[src/rtl/core/iirtdf_pkg.sv]
// Package for the transposed direct form II IIR filter.
// Holds the fixed widths, the configuration register indexes and the sequencer states.
// It depends on nothing else.
package iirtdf_pkg;

  localparam int Order        = 5;
  localparam int SampleWidth  = 16;
  localparam int CoefWidth    = 32;
  localparam int CoefFracBits = 26;
  localparam int DelayWidth   = 48;
  localparam int ProdWidth    = CoefWidth + SampleWidth;
  localparam int RoundWidth   = DelayWidth + 2;
  localparam int CfgIdxWidth  = 3;
  localparam int CfgDataWidth = 64;
  localparam int StepWidth    = $clog2(2 * Order + 2);
  localparam int CoefIdxWidth = $clog2(Order + 1);

  localparam logic [StepWidth-1:0] LastMulStep = StepWidth'(2 * Order);
  localparam logic [StepWidth-1:0] LastStep    = StepWidth'(2 * Order + 1);

  typedef enum logic [CfgIdxWidth-1:0] {
    CFG_BYPASS = 3'd0,
    CFG_FF_01  = 3'd1,
    CFG_FF_23  = 3'd2,
    CFG_FF_45  = 3'd3,
    CFG_FB_12  = 3'd4,
    CFG_FB_34  = 3'd5,
    CFG_FB_5   = 3'd6
  } cfg_idx_e;

  typedef enum logic [1:0] {
    ST_IDLE,
    ST_RUN,
    ST_DONE
  } state_e;

endpackage

[src/rtl/core/iir_transposed_df2_filter.sv]
// Fifth-order IIR filter in transposed direct form II with a single shared multiplier.
// Depends on iirtdf_pkg for widths, register indexes and sequencer states.
//
// An accepted item runs through twelve sequencer steps and then a result stage, which
// hands the result to the output register once that register is free. The
// steps are set by the single 32x16 multiplier, which forms the eleven products
// b0*x, b1*x, a1*y, ..., b5*x, a5*y one per cycle, with each product registered
// and accumulated in the step after it. In bypass an item skips the steps. A new item is
// accepted while an earlier result still waits in the output register.
module iir_transposed_df2_filter
  import iirtdf_pkg::*;
(
  input  logic                           clk_i,
  input  logic                           rst_ni,
  input  logic                           in_valid_i,
  output logic                           in_ready_o,
  input  logic signed [SampleWidth-1:0]  sample_in_i,
  output logic                           out_valid_o,
  input  logic                           out_ready_i,
  output logic signed [SampleWidth-1:0]  sample_out_o,
  output logic                           saturated_o,
  input  logic                           cfg_valid_i,
  output logic                           cfg_ready_o,
  input  logic [CfgIdxWidth-1:0]         cfg_index_i,
  input  logic [CfgDataWidth-1:0]        cfg_data_i
);

  localparam logic signed [DelayWidth-1:0] DelayMax = {1'b0, {(DelayWidth-1){1'b1}}};
  localparam logic signed [DelayWidth-1:0] DelayMin = {1'b1, {(DelayWidth-1){1'b0}}};
  localparam int YFullWidth = RoundWidth - CoefFracBits;
  localparam logic signed [YFullWidth-1:0] YMax =
    YFullWidth'((64'sd1 <<< (SampleWidth - 1)) - 64'sd1);
  localparam logic signed [YFullWidth-1:0] YMin = -YMax - YFullWidth'(1);
  localparam logic signed [RoundWidth-1:0] RoundHalf = RoundWidth'(64'sd1 <<< (CoefFracBits - 1));

  state_e state_q, state_d;

  logic                          bypass_q;
  logic signed [CoefWidth-1:0]   coef_b_q [0:Order];
  logic signed [CoefWidth-1:0]   coef_a_q [1:Order];
  logic signed [DelayWidth-1:0]  delay_q  [0:Order-1];

  logic [StepWidth-1:0]          step_q;
  logic signed [SampleWidth-1:0] x_q, y_q;
  logic                          sat_q;
  logic signed [ProdWidth-1:0]   prod_q;
  logic signed [DelayWidth:0]    acc_q;

  logic                          out_valid_q;
  logic signed [SampleWidth-1:0] sample_out_q;
  logic                          saturated_q;

  logic                          in_acc, out_free, load_out, run_step;
  logic [CoefIdxWidth-1:0]       half_step;
  logic signed [CoefWidth-1:0]   mul_coef;
  logic signed [SampleWidth-1:0] mul_opnd;
  logic signed [ProdWidth-1:0]   mul_res;
  logic signed [RoundWidth-1:0]  round_sum;
  logic signed [YFullWidth-1:0]  y_full;
  logic signed [SampleWidth-1:0] y_clip;
  logic                          y_sat;
  logic signed [DelayWidth-1:0]  acc_start;
  logic signed [RoundWidth-1:0]  delay_sum;
  logic signed [DelayWidth-1:0]  delay_new;

  function automatic logic signed [DelayWidth-1:0] clip_delay(
    input logic signed [RoundWidth-1:0] v
  );
    logic signed [DelayWidth-1:0] r;
    if (v > RoundWidth'(DelayMax)) begin
      r = DelayMax;
    end else if (v < RoundWidth'(DelayMin)) begin
      r = DelayMin;
    end else begin
      r = v[DelayWidth-1:0];
    end
    return r;
  endfunction

  assign cfg_ready_o  = 1'b1;
  assign out_valid_o  = out_valid_q;
  assign sample_out_o = sample_out_q;
  assign saturated_o  = saturated_q;

  assign in_acc    = in_valid_i && in_ready_o;
  assign out_free  = !out_valid_q || out_ready_i;
  assign half_step = CoefIdxWidth'(step_q >> 1);

  always_comb begin
    state_d = state_q;
    unique case (state_q)
      ST_IDLE: begin
        if (in_acc) begin
          state_d = bypass_q ? ST_DONE : ST_RUN;
        end
      end
      ST_RUN: begin
        if (step_q == LastStep) begin
          state_d = ST_DONE;
        end
      end
      ST_DONE: begin
        if (out_free) begin
          state_d = ST_IDLE;
        end
      end
      default: state_d = ST_IDLE;
    endcase
  end

  always_comb begin
    in_ready_o = 1'b0;
    load_out   = 1'b0;
    run_step   = 1'b0;
    unique case (state_q)
      ST_IDLE: in_ready_o = 1'b1;
      ST_RUN:  run_step   = 1'b1;
      ST_DONE: load_out   = out_free;
      default: ;
    endcase
  end

  // Operand selection for the shared multiplier: even steps take a feedback
  // coefficient with y, odd steps and the first step a feedforward one with x.
  always_comb begin
    mul_coef = '0;
    mul_opnd = x_q;
    if (step_q == '0) begin
      mul_coef = coef_b_q[0];
    end else if (step_q <= LastMulStep) begin
      if (step_q[0]) begin
        mul_coef = coef_b_q[CoefIdxWidth'((step_q + StepWidth'(1)) >> 1)];
      end else begin
        mul_coef = coef_a_q[half_step];
        mul_opnd = y_q;
      end
    end
  end

  assign mul_res = mul_coef * mul_opnd;

  assign round_sum = RoundWidth'(prod_q) + RoundWidth'(delay_q[0]) + RoundHalf;
  assign y_full    = round_sum[RoundWidth-1:CoefFracBits];

  always_comb begin
    y_sat  = 1'b0;
    y_clip = y_full[SampleWidth-1:0];
    if (y_full > YMax) begin
      y_clip = YMax[SampleWidth-1:0];
      y_sat  = 1'b1;
    end else if (y_full < YMin) begin
      y_clip = YMin[SampleWidth-1:0];
      y_sat  = 1'b1;
    end
  end

  always_comb begin
    acc_start = '0;
    if (half_step < CoefIdxWidth'(Order)) begin
      acc_start = delay_q[half_step];
    end
  end

  assign delay_sum = RoundWidth'(acc_q) - RoundWidth'(prod_q);
  assign delay_new = clip_delay(delay_sum);

  always_ff @(posedge clk_i or negedge rst_ni) begin
    if (!rst_ni) begin
      state_q     <= ST_IDLE;
      step_q      <= '0;
      out_valid_q <= 1'b0;
    end else begin
      state_q <= state_d;
      if (in_acc) begin
        step_q <= '0;
      end else if (run_step) begin
        step_q <= step_q + StepWidth'(1);
      end
      if (load_out) begin
        out_valid_q <= 1'b1;
      end else if (out_ready_i) begin
        out_valid_q <= 1'b0;
      end
    end
  end

  always_ff @(posedge clk_i or negedge rst_ni) begin
    if (!rst_ni) begin
      bypass_q <= 1'b1;
      for (int i = 0; i <= Order; i++) begin
        coef_b_q[i] <= '0;
      end
      for (int i = 1; i <= Order; i++) begin
        coef_a_q[i] <= '0;
      end
    end else if (cfg_valid_i && cfg_ready_o) begin
      unique case (cfg_index_i)
        CFG_BYPASS: bypass_q <= cfg_data_i[0];
        CFG_FF_01: begin
          coef_b_q[0] <= cfg_data_i[31:0];
          coef_b_q[1] <= cfg_data_i[63:32];
        end
        CFG_FF_23: begin
          coef_b_q[2] <= cfg_data_i[31:0];
          coef_b_q[3] <= cfg_data_i[63:32];
        end
        CFG_FF_45: begin
          coef_b_q[4] <= cfg_data_i[31:0];
          coef_b_q[5] <= cfg_data_i[63:32];
        end
        CFG_FB_12: begin
          coef_a_q[1] <= cfg_data_i[31:0];
          coef_a_q[2] <= cfg_data_i[63:32];
        end
        CFG_FB_34: begin
          coef_a_q[3] <= cfg_data_i[31:0];
          coef_a_q[4] <= cfg_data_i[63:32];
        end
        CFG_FB_5: coef_a_q[5] <= cfg_data_i[31:0];
        default: ;
      endcase
    end
  end

  always_ff @(posedge clk_i or negedge rst_ni) begin
    if (!rst_ni) begin
      for (int i = 0; i < Order; i++) begin
        delay_q[i] <= '0;
      end
    end else if (run_step && step_q >= StepWidth'(3) && step_q[0]) begin
      delay_q[half_step - CoefIdxWidth'(1)] <= delay_new;
    end
  end

  always_ff @(posedge clk_i) begin
    if (in_acc) begin
      x_q   <= sample_in_i;
      y_q   <= sample_in_i;
      sat_q <= 1'b0;
    end else if (run_step) begin
      prod_q <= mul_res;
      if (step_q == StepWidth'(1)) begin
        y_q   <= y_clip;
        sat_q <= y_sat;
      end else if (step_q >= StepWidth'(2) && !step_q[0]) begin
        acc_q <= (DelayWidth+1)'(acc_start) + (DelayWidth+1)'(prod_q);
      end
    end
    if (load_out) begin
      sample_out_q <= y_q;
      saturated_q  <= sat_q;
    end
  end

  a_bypass_done: assert property (@(posedge clk_i) disable iff (!rst_ni)
    in_acc && bypass_q |=> state_q == ST_DONE)
    else $error("bypass item did not go straight to the result stage");

  a_run_length: assert property (@(posedge clk_i) disable iff (!rst_ni)
    state_q == ST_RUN && step_q == LastStep |=> state_q == ST_DONE)
    else $error("sequencer did not finish after its last step");

  a_result_load: assert property (@(posedge clk_i) disable iff (!rst_ni)
    state_q == ST_DONE && out_free |=> out_valid_o && state_q == ST_IDLE)
    else $error("result was not handed to the output register");

  a_sat_value: assert property (@(posedge clk_i) disable iff (!rst_ni)
    out_valid_o && saturated_o |->
      sample_out_o == YMax[SampleWidth-1:0] || sample_out_o == YMin[SampleWidth-1:0])
    else $error("saturation flag set on an unclipped sample");

endmodule

[config.mk]
export PLATFORM = sky130hd
export DESIGN_NAME = iir_transposed_df2_filter
export DESIGN_NICKNAME = d
export VERILOG_FILES = /design/src/rtl/core/iirtdf_pkg.sv /design/src/rtl/core/iir_transposed_df2_filter.sv
export SDC_FILE = /design/constraint.sdc
export NUM_CORES = 2
export LEC_CHECK = 0
export ABC_AREA = 1
export BUFFER_PORTS_ARGS = -buffer_cell sky130_fd_sc_hd__buf_2
export CORE_MARGIN = 3
export CORE_UTILIZATION = 51
export DETAILED_ROUTE_END_ITERATION = 8
export GPL_TIMING_DRIVEN = 1
export PLACE_DENSITY = 0.67
export SYNTH_ARGS = -nofsm -noshare
export SYNTH_HDL_FRONTEND = slang
export SYNTH_SLANG_ARGS = --single-unit
[constraint.sdc]
create_clock -name clk_i -period 16.3 [get_ports clk_i]
set_input_delay 0 -clock clk_i [delete_from_list [all_inputs] [get_ports clk_i]]
set_output_delay 0 -clock clk_i [all_outputs]
set_load 0.02 [all_outputs]
After elaboration in Yosys (flattened, before gate mapping):

Cells that the tools add are included.

* equality and inequality tests: 13
* reduce and logical (&&, ||, !) cells: 26
* bitwise gates (word level): 5
* $lt $le $gt $ge: 12
* add/subtract/negate cells: 6
* shifts and indexed selects: 0
* multiplexer cells: 40
* multipliers: 1
* divide/modulo/power cells: 0

Operators with widths (number)
* two-way mux 48 bit: 6
* bitwise mux 240 bit: 1
* two-way mux 32 bit: 7
* binary-select mux 32 bit (select 3 bit): 2
* binary-select mux 48 bit (select 3 bit): 1
* demux 48 bit (select 3 bit): 1
* two-way mux 16 bit: 8
* adder 48 x 48 -> 49 bit: 2
* adder 49 x 27 -> 50 bit, second input constant: 1
* greater-than comparator 50 x 48 -> 1 bit, second input constant: 1
* less-than comparator 50 x 48 -> 1 bit, second input constant: 1
* subtractor 49 x 48 -> 50 bit: 1
* multiplier 32 x 16 -> 48 bit: 1
* greater-than comparator 24 x 16 -> 1 bit, second input constant: 1
* less-than comparator 24 x 16 -> 1 bit, second input constant: 1
* AND reduction 2 bit: 10
* greater-or-equal comparator 4 bit, second input constant: 3
* NOT 3 -> 4 bit: 3
* equality test 3 bit, second input constant: 3
* greater-or-equal comparator 4 x 2 -> 1 bit, second input constant: 2
* two-way mux 2 bit: 4
* two-way mux 4 bit: 2
* two-way mux 1 bit: 7
* equality test 3 x 2 -> 1 bit, second input constant: 2
* other kinds (22): 32

* memories kept: 0
* ROM bits: 0
* bits in writable memories: 0
* bits in registers: 747
* logic and storage cells: 130
* latch bits: 0
* output and inout bits: 20

Depth between registers and ports, before layout:

* word-level depth: 9
* mapped depth: 45
* depth with buffers taken out: 36

Least setup slack after synthesis:

Ideal clock, no wire load.

* kind: register to register
* from: register step_q[1]
* to: register prod_q[46], data pin
* path buffers: 8
* setup slack: 7.731 ns
* period minus slack after synthesis: 8.569 ns
* arrival: 8.311 ns
* stages on the path, launching flop included: 39
* data required time: 16.042 ns
* cells stage by stage: dfrtp_1 buf_2 inv_1 buf_2 buf_2 buf_2 buf_1 ha_1 buf_2 inv_2 buf_2 buf_2 nand2_1 nand2_1 a21oi_1 o21ai_0 nand4_1 o21ai_1 [3 not listed] fa_1 inv_1 fa_1 inv_1 fa_1 fa_1 fa_1 fa_1 inv_1 ha_1 nand2_1 nor2_1 nand2_1 nor4_1 nand3_1 nand3_1 a21oi_1 xnor2_1

* cells in the longest elaborated chain, start to end: 9
* elaborated cells between the ends (all ways): 17
* classes of those cells: add/sub: 1; mul: 1; order compare: 1; mux: 11; bitwise: 2; reduce/logical: 1

RTL lines
* start: declaration: RTL line iir_transposed_df2_filter.sv:43 `logic [StepWidth-1:0] step_q;`
* start signal: assignment: RTL line iir_transposed_df2_filter.sv:177 `step_q <= step_q + StepWidth'(1);`
* adder 4 x 1 -> 4 bit: RTL line iir_transposed_df2_filter.sv:132 `mul_coef = coef_b_q[CoefIdxWidth'((step_q + StepWidth'(1)) >> 1)];`
* NOT 3 -> 4 bit (implied by the code): RTL line iir_transposed_df2_filter.sv:132
* binary-select mux 32 bit (select 3 bit): RTL line iir_transposed_df2_filter.sv:132
* two-way mux 32 bit (implied by the code) (2 in a row): RTL line iir_transposed_df2_filter.sv:132
* two-way mux 32 bit: RTL line iir_transposed_df2_filter.sv:131 `if (step_q[0]) begin`
* two-way mux 32 bit: RTL line iir_transposed_df2_filter.sv:130 `end else if (step_q <= LastMulStep) begin`
* two-way mux 32 bit: RTL line iir_transposed_df2_filter.sv:128 `if (step_q == '0) begin`
* multiplier 32 x 16 -> 48 bit (*): RTL line iir_transposed_df2_filter.sv:140 `assign mul_res = mul_coef * mul_opnd;`
* net mul_res[46]: RTL line iir_transposed_df2_filter.sv:57 `logic signed [ProdWidth-1:0] mul_res;`
* end signal: assignment: RTL line iir_transposed_df2_filter.sv:241 `prod_q <= mul_res;`
* end: declaration: RTL line iir_transposed_df2_filter.sv:46 `logic signed [ProdWidth-1:0] prod_q;`

The timed path passes the listed nets; every way through them passes the cells marked *. The select of a mux whose other input is x is not followed.
A chain may end at the register's enable or synchronous reset.

Final worst setup path:

* from: register step_q[2]
* to: register prod_q[47], data pin

Same word-level chain as after synthesis.

==> run_results.csv <==
group,metric,value,unit
route,first_pass_iters,6,
global_routing,grt_max_degree,117,
synth,ys_types,59,
global_routing,grt_usage,0.338,
timing,rsz0062_at_grt,"no",
setup_path,slowest_delay,0.90,ns
setup_path,timing.rr.start,"step_q[2]$_DFFE_PN0P_",
final_layout,fill_cells,11124,
setup_path,startpoint,"step_q[2]$_DFFE_PN0P_",
timing,max_clock_freq,0.0998,GHz
clock_network,cts_buffers,84,
synth,syn_area_per_cell,7.82,µm²
timing,min_period,10.02,ns
status,status,"finished with violations",
floorplanning,die-area,124000,µm²
setup_path,critPathSlowestCell,"dfrtp_4",
synth,synthTopCellsByCount,"nand2_1 (2231), inv_1 (1092), nor2_1 (744), o21ai_0 (677), dfrtp_1 (599)",
synth,yosysSeqAreaShare,0.319,
setup_path,critPathMaxFanout,45,
synth,ys_seq_elements,747,
synth,synth_nets,8684,
global_routing,grt_pass1_wl,318000,µm
route,drc_errors,0,
setup_path,cpMostUsedCell,"fa_1",
synth,netlist.area_leader.share,0.246,
floorplanning,rows,126,
final_layout,area_growth,9.68,%
final_layout,drive_gt1_frac,0.0638,
setup_path,crit_type,"reg2reg",
synth,synth-edff-count,146,
timing,slew_violations,0,
status,violations,"hold timing",
clock_network,clk_pin_slew,0.06,ns
setup_path,startpoint_type,"flip-flop",
setup_path,rr_worst_depth,30,
floorplanning,core_area,118000,µm²
timing,clock_skew,0.0848,ns
synth,syn_area,61000,µm²
final_layout,design_area,66900,µm²
setup_path,cp-end-kind,"flip-flop",
timing,setup_viol,0,
synth,netlist_instances,7796,
route,ant_nets,0,
global_routing,antenna_found_initial,4,
floorplanning,ios,108,
global_routing,first_global_vias,53813,
clock_network,htree_num_levels,3,
setup_path,crit_required,16.67,ns
synth,synth_most_common_cell,"nand2_1",
clock_network,clock_path_buffers,3,
route,first_iter_violations,5393,
final_layout,regArea,19400,µm²
timing,fin_setup_tns,0,ns
clock_network,cts-root-buf,"clkbuf_16",
timing,hold_slack,-0.0548,ns
global_routing,gr-total-overflow,0,
floorplanning,die_h,352,µm
route,wl_per_cell,21.8,µm
timing,finalCritPeriodShare,0.615,
route,num_vias,53593,
route,viasPerCell,5.64,
final_layout,nets,8730,
timing,hold_viol,20,
synth,synth_flop_cell,"dfrtp_1",
job,cap_viol_max_count,0,
clock_network,cts_tree,"built",
placement,port_buffers,106,
synth,ys_async_sr_fraction,0.803,
clock_network,cts_setup_buffers,0,
synth,synth.area.top_cells,"dfrtp_1 (25%), fa_1 (16%), nand2_1 (14%)",
clock_network,clkSinkCount,747,
placement,place.gp.congestion,1.02,
timing,max_slew_margin,0.172,
placement,dp_hpwl,150000,µm
route,drt_wl_total,207000,µm
min_path,worstHoldPathType,"in2async",
setup_path,r2r_setup_slack,6.28,ns
clock_network,clk_latency,0.69,ns
final_layout,multi_input_area,36200,µm²
setup_path,arrival,10.40,ns
synth,yosysWarningCount,0,
setup_path,rr_endpoint,"prod_q[47]$_DFFE_PP_",
placement,placed_area,63000,µm²
synth,yosys.area.top_type,"dfrtp_1",
floorplanning,initial_core_util,0.515,
timing,worst_pin_slew,1.24,ns
floorplanning,die_w,352,µm
## final cells by class
type                       instances  area share
inverter                        1125      0.0633
antenna                            3    0.000112
sequential                       747       0.291
multi-input combinational       5609       0.541
clock buffer                     117      0.0360
clock inverter                    32     0.00825
tap                             1600      0.0299
timing repair buffer             275      0.0305
## stage by stage
step | util | cells | hold slack [ns] | setup slack [ns]
after floorplan | - | 7796 | -0.296 | 7.73
after global placement | 0.532 | 9264 | 0.130 | 6.62
after detailed placement | 0.532 | 9264 | 0.133 | 6.41
after CTS | 0.565 | 9505 | 0.000728 | 6.39
after global routing | 0.565 | 9505 | 0.00971 | 5.64
final | 0.565 | 9508 | -0.0548 | 6.28
## flip-flops by register name, summed over array words and instances (netlist names), 2 cells and up
register,cells
delay_q,240
x_q,16
y_q,16
coef_b_q,192
coef_a_q,160
state_q,2
prod_q,48
acc_q,49
sample_out_o,16
step_q,4
## worst max path at each step
stage	end	slack, ns	cells after the start
floorplan	prod_q[46]$_DFFE_PP_	7.73	38
global placement	prod_q[45]$_DFFE_PP_	6.62	32
detailed placement	prod_q[47]$_DFFE_PP_	6.41	30
CTS	prod_q[47]$_DFFE_PP_	6.39	30
global route	prod_q[46]$_DFFE_PP_	5.64	30
finish	prod_q[47]$_DFFE_PP_	6.28	30
## repair_timing
action                    CTS  global route
hold endpoints to repair  493             0
resized for setup           0             0
hold buffers               92             0
## cells by family (layout without fill, tap and decap cells)
logic type / Yosys count / in the layout / share of synthesized area
xor gates and xnor gates: 156 / 156 / 0.0228
buffers and inverters: 1440 / 1549 / 0.0914
other: 1 / 4 / 0.0000615
DFF: 747 / 747 / 0.319
AOI/OAI and AO/OA: 1361 / 1361 / 0.127
muxes: 1 / 1 / 0.000164
and+or+nand+nor: 3290 / 3290 / 0.216
adders and majority gates: 800 / 800 / 0.224
## layer usage
metal  part of all wire  GRT usage  wire, µm
met5           0.000063          0        13
met4              0.065      0.189     13500
met3              0.082     0.0554     17000
met2               0.46      0.544     94600
met1               0.40      0.437     82000
## placed cells by master (no fill, tap or decap), types with 99 or more instances in the layout
cell,Yosys,layout
nand2_1,2231,2224
inv_1,1092,1086
nor2_1,744,733
o21ai_0,677,672
dfrtp_1,599,597
fa_1,488,488
a21oi_1,335,335
ha_1,312,311
edfxtp_1,146,146
nand3_1,124,123
buf_2,73,105
xor2_1,99,99
## worst max-delay path, delay by kind of cell (launching register included)
kind / cells / cell delay [ns]
flip-flops: 1 / 0.90
AO/OA/AOI/OAI: 3 / 0.76
XOR/XNOR: 1 / 0.07
buffers and inverters: 6 / 1.70
AND/OR/NAND/NOR: 12 / 2.19
adder cells (fa/ha/maj): 8 / 4.06
Power is not shown: default switching activity piles up to over one toggle a cycle in this logic, so the estimate is an artifact.
